## src/sv/assert_macros.svh

```systemverilog
// Concurrent assertion helpers, clocked on clk and disabled while rst_n is low.
`ifndef ASSERT_MACROS_SVH
`define ASSERT_MACROS_SVH

// Check the consequent in the same cycle as the antecedent.
`define ASSERT_SAME(label, ante, cons, msg) \
    label: assert property (@(posedge clk) disable iff (!rst_n) (ante) |-> (cons)) \
        else $error(msg);

// Check the consequent in the cycle after the antecedent.
`define ASSERT_NEXT(label, ante, cons, msg) \
    label: assert property (@(posedge clk) disable iff (!rst_n) (ante) |=> (cons)) \
        else $error(msg);

`endif

```

## src/sv/lcdn_pkg.sv

```systemverilog
package lcdn_pkg;

    localparam logic [7:0] EVT_HOLD_MS   = 8'd1;
    localparam logic [7:0] CLEAR_HOLD_MS = 8'd11;
    localparam logic [7:0] INIT_IDLE_MS  = 8'd150;
    localparam logic [7:0] ROW2_BASE     = 8'hC0;
    localparam logic [7:0] DDRAM_CMD     = 8'h80;
    localparam logic [1:0] LAST_PHASE    = 2'd3;

    typedef enum logic [1:0] {
        MODE_CHAR   = 2'd0,
        MODE_CURSOR = 2'd1,
        MODE_CLEAR  = 2'd2,
        MODE_INIT   = 2'd3
    } mode_t;

    typedef enum logic [1:0] {
        SRC_CHAR   = 2'd0,
        SRC_CURSOR = 2'd1,
        SRC_CONST  = 2'd2
    } src_t;

    typedef struct packed {
        logic       idle;
        src_t       src;
        logic [7:0] const_byte;
        logic       rs;
        logic       long_tail;
        logic       fin;
        logic       jmp;
        logic [2:0] target;
    } uword_t;

    typedef struct packed {
        logic [7:0] char_code;
        logic       row;
        logic [5:0] column;
    } req_t;

    typedef struct packed {
        logic       vld;
        uword_t     word;
        logic [1:0] phase;
    } seq_ctl_t;

    localparam logic [2:0] UA_CLEAR = 3'd2;

    // Microcode: entry address equals the mode code.
    function automatic uword_t ucode(input logic [2:0] addr);
        uword_t w;
        w = '{idle: 1'b0, src: SRC_CONST, const_byte: 8'h00, rs: 1'b0,
              long_tail: 1'b0, fin: 1'b0, jmp: 1'b0, target: 3'd0};
        case (addr)
            3'd0:
            begin
                w.src = SRC_CHAR;
                w.rs  = 1'b1;
                w.fin = 1'b1;
            end
            3'd1:
            begin
                w.src = SRC_CURSOR;
                w.fin = 1'b1;
            end
            3'd2:
            begin
                w.const_byte = 8'h01;
                w.long_tail  = 1'b1;
                w.fin        = 1'b1;
            end
            3'd3:
            begin
                w.idle = 1'b1;
            end
            3'd4:    w.const_byte = 8'h33;
            3'd5:    w.const_byte = 8'h32;
            3'd6:    w.const_byte = 8'h28;
            3'd7:
            begin
                w.const_byte = 8'h0C;
                w.jmp        = 1'b1;
                w.target     = UA_CLEAR;
            end
            default: w.fin = 1'b1;
        endcase
        return w;
    endfunction

endpackage

```

## src/sv/lcdn_if.sv

```systemverilog
interface lcdn_req_if;
    logic       valid;
    logic       ready;
    logic [1:0] mode;
    logic [7:0] char_code;
    logic       row;
    logic [5:0] column;

    modport source (output valid, mode, char_code, row, column, input ready);
    modport sink   (input valid, mode, char_code, row, column, output ready);
endinterface

interface lcdn_evt_if;
    logic       valid;
    logic       ready;
    logic       reg_select;
    logic       enable;
    logic [3:0] nibble;
    logic [7:0] hold_ms;
    logic       last;

    modport source (output valid, reg_select, enable, nibble, hold_ms, last, input ready);
    modport sink   (input valid, reg_select, enable, nibble, hold_ms, last, output ready);
endinterface

```

## src/sv/lcdn_seq.sv

```systemverilog
module lcdn_seq
    import lcdn_pkg::*;
(
    input  logic      clk,
    input  logic      rst_n,
    lcdn_req_if.sink  req,
    input  logic      take,
    output seq_ctl_t  ctl,
    output req_t      fields
);

    typedef enum logic [1:0] {
        ST_IDLE = 2'b01,
        ST_RUN  = 2'b10
    } state_t;

    state_t     state_reg, state_next;
    logic [2:0] pc_reg, pc_next;
    logic [1:0] phase_reg, phase_next;
    req_t       req_reg, req_next;
    uword_t     word;
    logic       evt_end;

    assign word      = ucode(pc_reg);
    assign evt_end   = word.idle || (phase_reg == LAST_PHASE);
    assign req.ready = (state_reg == ST_IDLE);
    assign ctl       = '{vld: (state_reg == ST_RUN), word: word, phase: phase_reg};
    assign fields    = req_reg;

    always_comb
    begin
        state_next = state_reg;
        pc_next    = pc_reg;
        phase_next = phase_reg;
        req_next   = req_reg;
        case (state_reg)
            ST_IDLE:
            begin
                if (req.valid)
                begin
                    state_next = ST_RUN;
                    pc_next    = {1'b0, req.mode};
                    phase_next = 2'd0;
                    req_next   = '{char_code: req.char_code, row: req.row,
                                   column: req.column};
                end
            end
            ST_RUN:
            begin
                if (take)
                begin
                    if (evt_end)
                    begin
                        phase_next = 2'd0;
                        if (word.fin)
                            state_next = ST_IDLE;
                        else if (word.jmp)
                            pc_next = word.target;
                        else
                            pc_next = pc_reg + 3'd1;
                    end
                    else
                    begin
                        phase_next = phase_reg + 2'd1;
                    end
                end
            end
            default: state_next = ST_IDLE;
        endcase
    end

    always_ff @(posedge clk or negedge rst_n)
    begin
        if (!rst_n)
        begin
            state_reg <= ST_IDLE;
            pc_reg    <= 3'd0;
            phase_reg <= 2'd0;
        end
        else
        begin
            state_reg <= state_next;
            pc_reg    <= pc_next;
            phase_reg <= phase_next;
        end
    end

    always_ff @(posedge clk)
    begin
        req_reg <= req_next;
    end

endmodule

```

## src/sv/lcdn_datapath.sv

```systemverilog
module lcdn_datapath
    import lcdn_pkg::*;
(
    input  logic       clk,
    input  logic       rst_n,
    input  seq_ctl_t   ctl,
    input  req_t       fields,
    output logic       take,
    lcdn_evt_if.source evt
);

    logic       vld_reg, vld_next;
    logic       rs_reg, rs_next;
    logic       en_reg, en_next;
    logic [3:0] nib_reg, nib_next;
    logic [7:0] hold_reg, hold_next;
    logic       last_reg, last_next;
    logic [7:0] cursor_byte;
    logic [7:0] byte_sel;
    logic       evt_end;

    assign cursor_byte = ((ROW2_BASE & {8{fields.row}}) + {2'b00, fields.column})
                         | DDRAM_CMD;
    assign evt_end     = ctl.word.idle || (ctl.phase == LAST_PHASE);
    assign take        = !vld_reg || evt.ready;

    always_comb
    begin
        case (ctl.word.src)
            SRC_CHAR:   byte_sel = fields.char_code;
            SRC_CURSOR: byte_sel = cursor_byte;
            default:    byte_sel = ctl.word.const_byte;
        endcase
    end

    always_comb
    begin
        vld_next  = vld_reg && !evt.ready;
        rs_next   = rs_reg;
        en_next   = en_reg;
        nib_next  = nib_reg;
        hold_next = hold_reg;
        last_next = last_reg;
        if (take && ctl.vld)
        begin
            vld_next  = 1'b1;
            last_next = ctl.word.fin && evt_end;
            if (ctl.word.idle)
            begin
                rs_next   = 1'b0;
                en_next   = 1'b0;
                nib_next  = 4'h0;
                hold_next = INIT_IDLE_MS;
            end
            else
            begin
                rs_next   = ctl.word.rs;
                en_next   = !ctl.phase[0];
                nib_next  = ctl.phase[1] ? byte_sel[3:0] : byte_sel[7:4];
                hold_next = (ctl.word.long_tail && evt_end) ? CLEAR_HOLD_MS : EVT_HOLD_MS;
            end
        end
    end

    always_ff @(posedge clk or negedge rst_n)
    begin
        if (!rst_n)
            vld_reg <= 1'b0;
        else
            vld_reg <= vld_next;
    end

    always_ff @(posedge clk)
    begin
        rs_reg   <= rs_next;
        en_reg   <= en_next;
        nib_reg  <= nib_next;
        hold_reg <= hold_next;
        last_reg <= last_next;
    end

    assign evt.valid      = vld_reg;
    assign evt.reg_select = rs_reg;
    assign evt.enable     = en_reg;
    assign evt.nibble     = nib_reg;
    assign evt.hold_ms    = hold_reg;
    assign evt.last       = last_reg;

endmodule

```

## src/sv/char_lcd_nibble_write_sequencer.sv

```systemverilog
// Character LCD write sequencer for a 4-bit bus.
// req carries one request: mode 0 writes char_code to the data register,
// mode 1 moves the cursor to row/column, mode 2 clears the display and
// mode 3 runs the power-up initialisation.
// evt carries one item per pin event: RS, E, D4..D7, a hold time in ms and
// a last flag on the final event of the request.
// A request is taken only while the sequencer is idle, which it can be while
// the last event of the previous request still waits on evt. The first event
// is registered once the sequencer runs; after that one event per cycle while
// the receiver takes them. Modes 0 to 2 give 4 events; initialisation gives
// 21 events. The microcode program sets these counts: each word gives one
// event per phase, and the idle word of initialisation gives a single event.
// Reset empties the output register and returns the sequencer to idle.
// A stall on evt holds the waiting event and freezes the program.
module char_lcd_nibble_write_sequencer
    import lcdn_pkg::*;
(
    input  logic       clk,
    input  logic       rst_n,
    lcdn_req_if.sink   req,
    lcdn_evt_if.source evt
);

    `include "assert_macros.svh"

    seq_ctl_t ctl;
    req_t     fields;
    logic     take;

    lcdn_seq u_seq (
        .clk    (clk),
        .rst_n  (rst_n),
        .req    (req),
        .take   (take),
        .ctl    (ctl),
        .fields (fields)
    );

    lcdn_datapath u_datapath (
        .clk    (clk),
        .rst_n  (rst_n),
        .ctl    (ctl),
        .fields (fields),
        .take   (take),
        .evt    (evt)
    );

    `ASSERT_NEXT(a_busy_after_accept, req.valid && req.ready, !req.ready, "ready after accept")
    `ASSERT_SAME(a_idle_pins, evt.valid && evt.hold_ms == INIT_IDLE_MS, !evt.enable && evt.nibble == 4'h0, "idle event pins")
    `ASSERT_SAME(a_strobe_short, evt.valid && evt.enable, evt.hold_ms == EVT_HOLD_MS, "long hold on strobe")
    `ASSERT_SAME(a_no_evt_idle, req.ready, !ctl.vld, "program running while idle")

endmodule
```

## src/flat_wrapper.sv

```systemverilog
// flat-port wrapper written by rule: the top's interface ports become plain ports
module char_lcd_nibble_write_sequencer_flat import lcdn_pkg::*;
  (clk, rst_n, req_valid, req_mode, req_char_code, req_row, req_column, req_ready, evt_valid, evt_reg_select, evt_enable, evt_nibble, evt_hold_ms, evt_last, evt_ready);
  lcdn_req_if req_i ();
  lcdn_evt_if evt_i ();
  input  logic clk;
  input  logic rst_n;
  input wire logic [$bits(req_i.valid)-1:0] req_valid;
  input wire logic [$bits(req_i.mode)-1:0] req_mode;
  input wire logic [$bits(req_i.char_code)-1:0] req_char_code;
  input wire logic [$bits(req_i.row)-1:0] req_row;
  input wire logic [$bits(req_i.column)-1:0] req_column;
  output wire logic [$bits(req_i.ready)-1:0] req_ready;
  output wire logic [$bits(evt_i.valid)-1:0] evt_valid;
  output wire logic [$bits(evt_i.reg_select)-1:0] evt_reg_select;
  output wire logic [$bits(evt_i.enable)-1:0] evt_enable;
  output wire logic [$bits(evt_i.nibble)-1:0] evt_nibble;
  output wire logic [$bits(evt_i.hold_ms)-1:0] evt_hold_ms;
  output wire logic [$bits(evt_i.last)-1:0] evt_last;
  input wire logic [$bits(evt_i.ready)-1:0] evt_ready;
  assign req_i.valid = req_valid;
  assign req_i.mode = req_mode;
  assign req_i.char_code = req_char_code;
  assign req_i.row = req_row;
  assign req_i.column = req_column;
  assign req_ready = req_i.ready;
  assign evt_valid = evt_i.valid;
  assign evt_reg_select = evt_i.reg_select;
  assign evt_enable = evt_i.enable;
  assign evt_nibble = evt_i.nibble;
  assign evt_hold_ms = evt_i.hold_ms;
  assign evt_last = evt_i.last;
  assign evt_i.ready = evt_ready;
  char_lcd_nibble_write_sequencer u_core (.clk(clk), .rst_n(rst_n), .req(req_i), .evt(evt_i));
endmodule
```

## config.mk

```make
export PLATFORM = sky130hd
export DESIGN_NAME = char_lcd_nibble_write_sequencer_flat
export DESIGN_NICKNAME = d
export VERILOG_FILES = /design/src/sv/lcdn_pkg.sv /design/src/sv/lcdn_if.sv /design/src/sv/lcdn_seq.sv /design/src/sv/lcdn_datapath.sv /design/src/sv/char_lcd_nibble_write_sequencer.sv /design/src/flat_wrapper.sv
export VERILOG_INCLUDE_DIRS = /design/src /design/src/sv
export SDC_FILE = /design/constraint.sdc
export NUM_CORES = 1
export LEC_CHECK = 0
export ABC_AREA = 1
export BUFFER_PORTS_ARGS = -buffer_cell sky130_fd_sc_hd__buf_2
export CAP_MARGIN = 25
export CORE_MARGIN = 4
export CORE_UTILIZATION = 30
export CTS_CLUSTER_DIAMETER = 200
export DETAILED_ROUTE_END_ITERATION = 6
export GPL_TIMING_DRIVEN = 1
export MAX_ROUTING_LAYER = met4
export SLEW_MARGIN = 20
export SYNTH_ARGS = -nofsm -noshare
export SYNTH_HDL_FRONTEND = slang
export SYNTH_SLANG_ARGS = --single-unit
```

## constraint.sdc

```tcl
create_clock -name clk -period 3.33 [get_ports clk]
set_input_delay 0.1665 -clock clk [delete_from_list [all_inputs] [get_ports clk]]
set_output_delay 0.1665 -clock clk [all_outputs]
set_load 0.005 [all_outputs]
```

# Word-level counts from Yosys, hierarchy flattened
# Cells that the tools add are included.
# W data, S select, Z words.
# totals
regBits	38
input_bits	21
output_inout_bits	17
elab_cells	74
# op_classes
addsub	3
n_eq_ne	16
muxes	26
n_reduce_logical	17
# ops
cell	n
$pmux W6 S5	1
$pmux W8 S2	1
$mux W3	5
$mux W2	7
$eq A3 B3 Y1 const B	4
$mux W4	3
$pmux W2 S2	3
$add A7 B7 Y7	1
$eq A3 B2 Y1 const B	2
$ne A2 B2 Y1 const B	3
$pmux W3 S2	1
$mux W1	5
$reduce_and A5 Y1	1
$eq A2 B1 Y1 const B	2
$eq A2 B2 Y1 const B	2
$logic_and A1 B1 Y1	4
$ne A2 B1 Y1 const B	2
$reduce_and A4 Y1	1
$add A3 B1 Y3 const B	1
$eq A3 B1 Y1 const B	1
$logic_not A1 Y1	3
$logic_not A3 Y1	1
$reduce_and A3 Y1	1
$reduce_or A3 Y1	1
other kinds (5)	6

# Longest topological paths before layout
# logic_depth
word_depth	7
ltp_mapped	11
ltp_nobuf	9

# Hierarchy
# From an unflattened synthesis, not the netlist that was laid out.
# unflattened
cells_unflattened	181
area_unflattened_um2	1767.9
# modules_own_cells
module	n_inst	cells_per_inst	area_per_inst_um2	seq_area_each_um2
lcdn_seq	1	101	1079.8	626.9
lcdn_datapath	1	80	688.2	355.3

# Worst setup path before layout
# No wires, ideal clock.
# synth_timing
path_type	flip-flop to flip-flop
from	reg u_core.u_seq.state_reg[0]
to	reg u_core.u_seq.req_reg (netlist bit u_core.u_seq.fields[0]) (enable)
setup_ns	0.388
arrival_time_ns	1.341
required_ns	2.942
path_slack_ns	1.601
stages_incl_launch_ff	3
n_path_buf	0
synth_period_minus_slack_ns	1.729
cell_sequence	dfstp_2 > nand2_2 > nor2_1
# synth_via
elab_chain_cells	2
# synth_rtl
element	line	source
start: declaration	lcdn_seq.sv:17	state_t state_reg, state_next;
start signal: assignment	lcdn_seq.sv:82	state_reg <= state_next;
$eq A2 B1 Y1	lcdn_seq.sv:36	case (state_reg)
$reduce_and A2 Y1 (no line)	--	
end signal: assignment	lcdn_seq.sv:90	req_reg <= req_next;
end: declaration	lcdn_seq.sv:20	req_t req_reg, req_next;
# No other way between the ends.
# A chain may end at the register's enable or synchronous reset.

# Worst setup path after layout
# layout_timing
from	reg u_core.u_seq.pc_reg[2]
to	reg u_core.u_seq.pc_reg[2]
# layout_via
elab_chain_cells	7
elab_cells_between_ends	19
cone_classes	add/sub: 1; eq/ne: 6; mux: 8; reduce/logical: 4
# layout_rtl
element	line	source
start: declaration	lcdn_seq.sv:18	logic [2:0] pc_reg, pc_next;
start signal: assignment	lcdn_seq.sv:83	pc_reg <= pc_next;
branches (longest 7 deep; another with $add A3 B1 Y3)	--	
# Parallel ways; which one is timed is not known. The select of a mux whose other input is x is not followed.

==> run metrics <==
Yosys reg bits 34; post-route cell area 0.00200 mm2; max FFs per register 15; starting density of the core 0.308; Horiz. Die Dim about 83 um; cell taking the most area after synthesis edfxtp_1; clk slew on worst S/H paths 60 ps; Fin Setup TNS 0 ps; drt wl/cell between 10 and 15 um; DRT Wirelength 3050 um; Clock Power Share 0.172; PnR worst setup slack 1500 ps; Worst-Skew Late Latency between 200 and 300 ps; Net Switching between 0.6 and 0.7 mW; port bufs 35; Final period util 0.549; count of different cell masters after synthesis 30; Clock Sinks 34; CTS max path bufs 2; Layout fillers around 570; critical path fanouts, max 9; die outline area between 0.006 and 0.007 mm2; I/O pin cnt 38; DRC Markers 0; first-pass GRT wire length 5150 um; GRT Overall Usage 0.0968; peak supply drop around 210 uV; CP Data Required Time ~3500 ps; Clk Tree Root Cell clkbuf_8; mean post-synth cell area ~11 um2; min-delay worst type input pin to register; Final Hold Viols 0; TritonCTS clock tree yes; Leak Pwr ~0.9 nW; fmax 0.547 GHz; vias in the first global route about 1200; Pint 0.999 mW; Critical Path AT ~2000 ps; Setup Skew roughly 3.2 ps; initial antenna violation count 0; Slew Viols, Final 0; Yosys top cell area share 0.463; Cells after Synth 160; nets@finish between 200 and 250; PwrDens 815 mW/mm2; register area share after synthesis 0.583; via count 1168; RSZ-0062 raised after global routing false; crit end category register; core area about 0.0055 mm2; Max Cap Viol 0; 1st-iter DRT viols between 40 and 50; fraction of layout cells with a size suffix above 1 0.332; synthesized area 0.00169 mm2; Crit Path Class register to register; placed inst area 0.00191 mm2; total grt overflow 0; vias per cell 4.31; outcome finished clean; pre-CTS setup slack roughly 1500 ps; startpoint type of the worst setup path register; Tmin final 1830 ps; Final HPWL DP roughly 2400 um; top cells by area in the synthesized netlist edfxtp_1 (46%), dfrtp_1 (10%), nand2_1 (8.9%); Final Setup Violations 0; largest net degree at the start of global routing 17; H-tree depth 2; DR pass1 iterations 4; Die Height approximately 83 um; row cnt 27; Syn-to-layout area delta 18.6%; routability cong. 0.808; Post-Route Utilization 0.365; Antenna Cells 0; register share of total power 0.409; yosys warns 0; Post-DRT Antenna Nets 0; CTS Buf Count 5; post-CTS sizing 0; Comb pwr share 0.419; sw frac 0.387
[stage by stage]
| step | std cells | total power, mW | hold WS (ps) |
|---|---|---|---|
| after floorplan | 161 | 1.20 | -129 |
| after global routing | 271 | 1.77 | 36.3 |
| after CTS | 271 | 1.65 | 42.6 |
| final | 271 | 1.63 | 53.2 |
| after detailed placement | 263 | 1.37 | 18.7 |
| after global placement | 263 | 1.36 | 25.2 |
[kinds of logic after synthesis]
family                   after synthesis  synth area share
flip-flops                            34             0.583
AND/OR/NAND/NOR                       77             0.212
buffers and inverters                 24            0.0750
adder cells (fa/ha/maj)                7            0.0520
other                                  1           0.00223
AO/OA/AOI/OAI                         17            0.0757
[power by group through the flow]
stage	Clock, mW	Combinational, mW	Sequential, mW
2_1_floorplan	0	0.531	0.668
3_3_place_gp	0	0.686	0.673
3_5_place_dp	0	0.691	0.677
4_1_cts	0.290	0.693	0.668
5_1_grt	0.310	0.786	0.678
6_report	0.280	0.683	0.666
[final cells by class]
class | instances | area (um2) | share of cell area
clock inverters | 2 | 10.0 | 0.00501
clock buffers | 5 | 68.8 | 0.0344
repair buffers | 37 | 193 | 0.0964
flip-flops and latches | 34 | 982 | 0.492
multi-input cells | 103 | 581 | 0.291
well taps | 72 | 90.1 | 0.0451
inverters | 18 | 73.8 | 0.0369
[cell usage in the layout (no fill, tap or decap), types with 3 or more instances in the layout]
cell type	count
ha_1	7
dfrtp_1	7
o21ai_0	3
nor2_1	9
clkbuf_8	5
nand3_1	11
clkinv_2	3
nand2_1	40
o21ai_1	3
buf_2	35
a21oi_2	3
nand4_1	5
inv_1	13
nand2_2	7
edfxtp_1	26
[synth_stat cells (all sizes together)]
cell type / number
ha: 7
conb: 1
edfxtp: 26
nor3: 1
o21ai: 8
nand4: 5
a21oi: 6
dfstp: 1
nand3: 12
nor2: 11
dfrtp: 7
a21boi: 1
buf: 6
a31oi: 2
nand2: 48
clkinv: 1
inv: 17
[path summary, 6_finish.rpt]
check	end	cells after the start	start	slack, ps
min reg2reg	u_core.u_seq.state_reg[0]	1	u_core.u_seq.state_reg[1]	440
max reg2reg	u_core.u_seq.pc_reg[2]	9	u_core.u_seq.pc_reg[2]	1500
min	u_core.u_seq.fields[13]	1	req_char_code[6]	50
min in group asynchronous	u_core.u_datapath.evt.valid	2	rst_n	250
max	u_core.u_seq.pc_reg[2]	9	u_core.u_seq.pc_reg[2]	1500
max in group asynchronous	u_core.u_seq.state_reg[0]	2	rst_n	2840
[worst max-delay path: stages (launching register included)]
cell and delay (ps):
dfrtp_1 490, inv_4 160, ha_1 430, inv_4 80
nand2_4 90, nand2_2 60, a21oi_4 200, nand2_2 90
nand2_1 60, nand2_1 50
[layer usage]
layer	up-vias	track usage	routed length, um
met2	30	0.152	1480
li1	605	-	-
met1	527	0.106	1290
met3	6	0.0387	205
met4	0	0.0490	73
met5	-	-	0
[timing repair]
action | 4_1_cts | 5_1_grt
buffers inserted | 0 | 0
hold endpoints to repair | 8 | 0
hold buffers | 1 | 0
No activity file was read; power rests on OpenSTA's default activity.
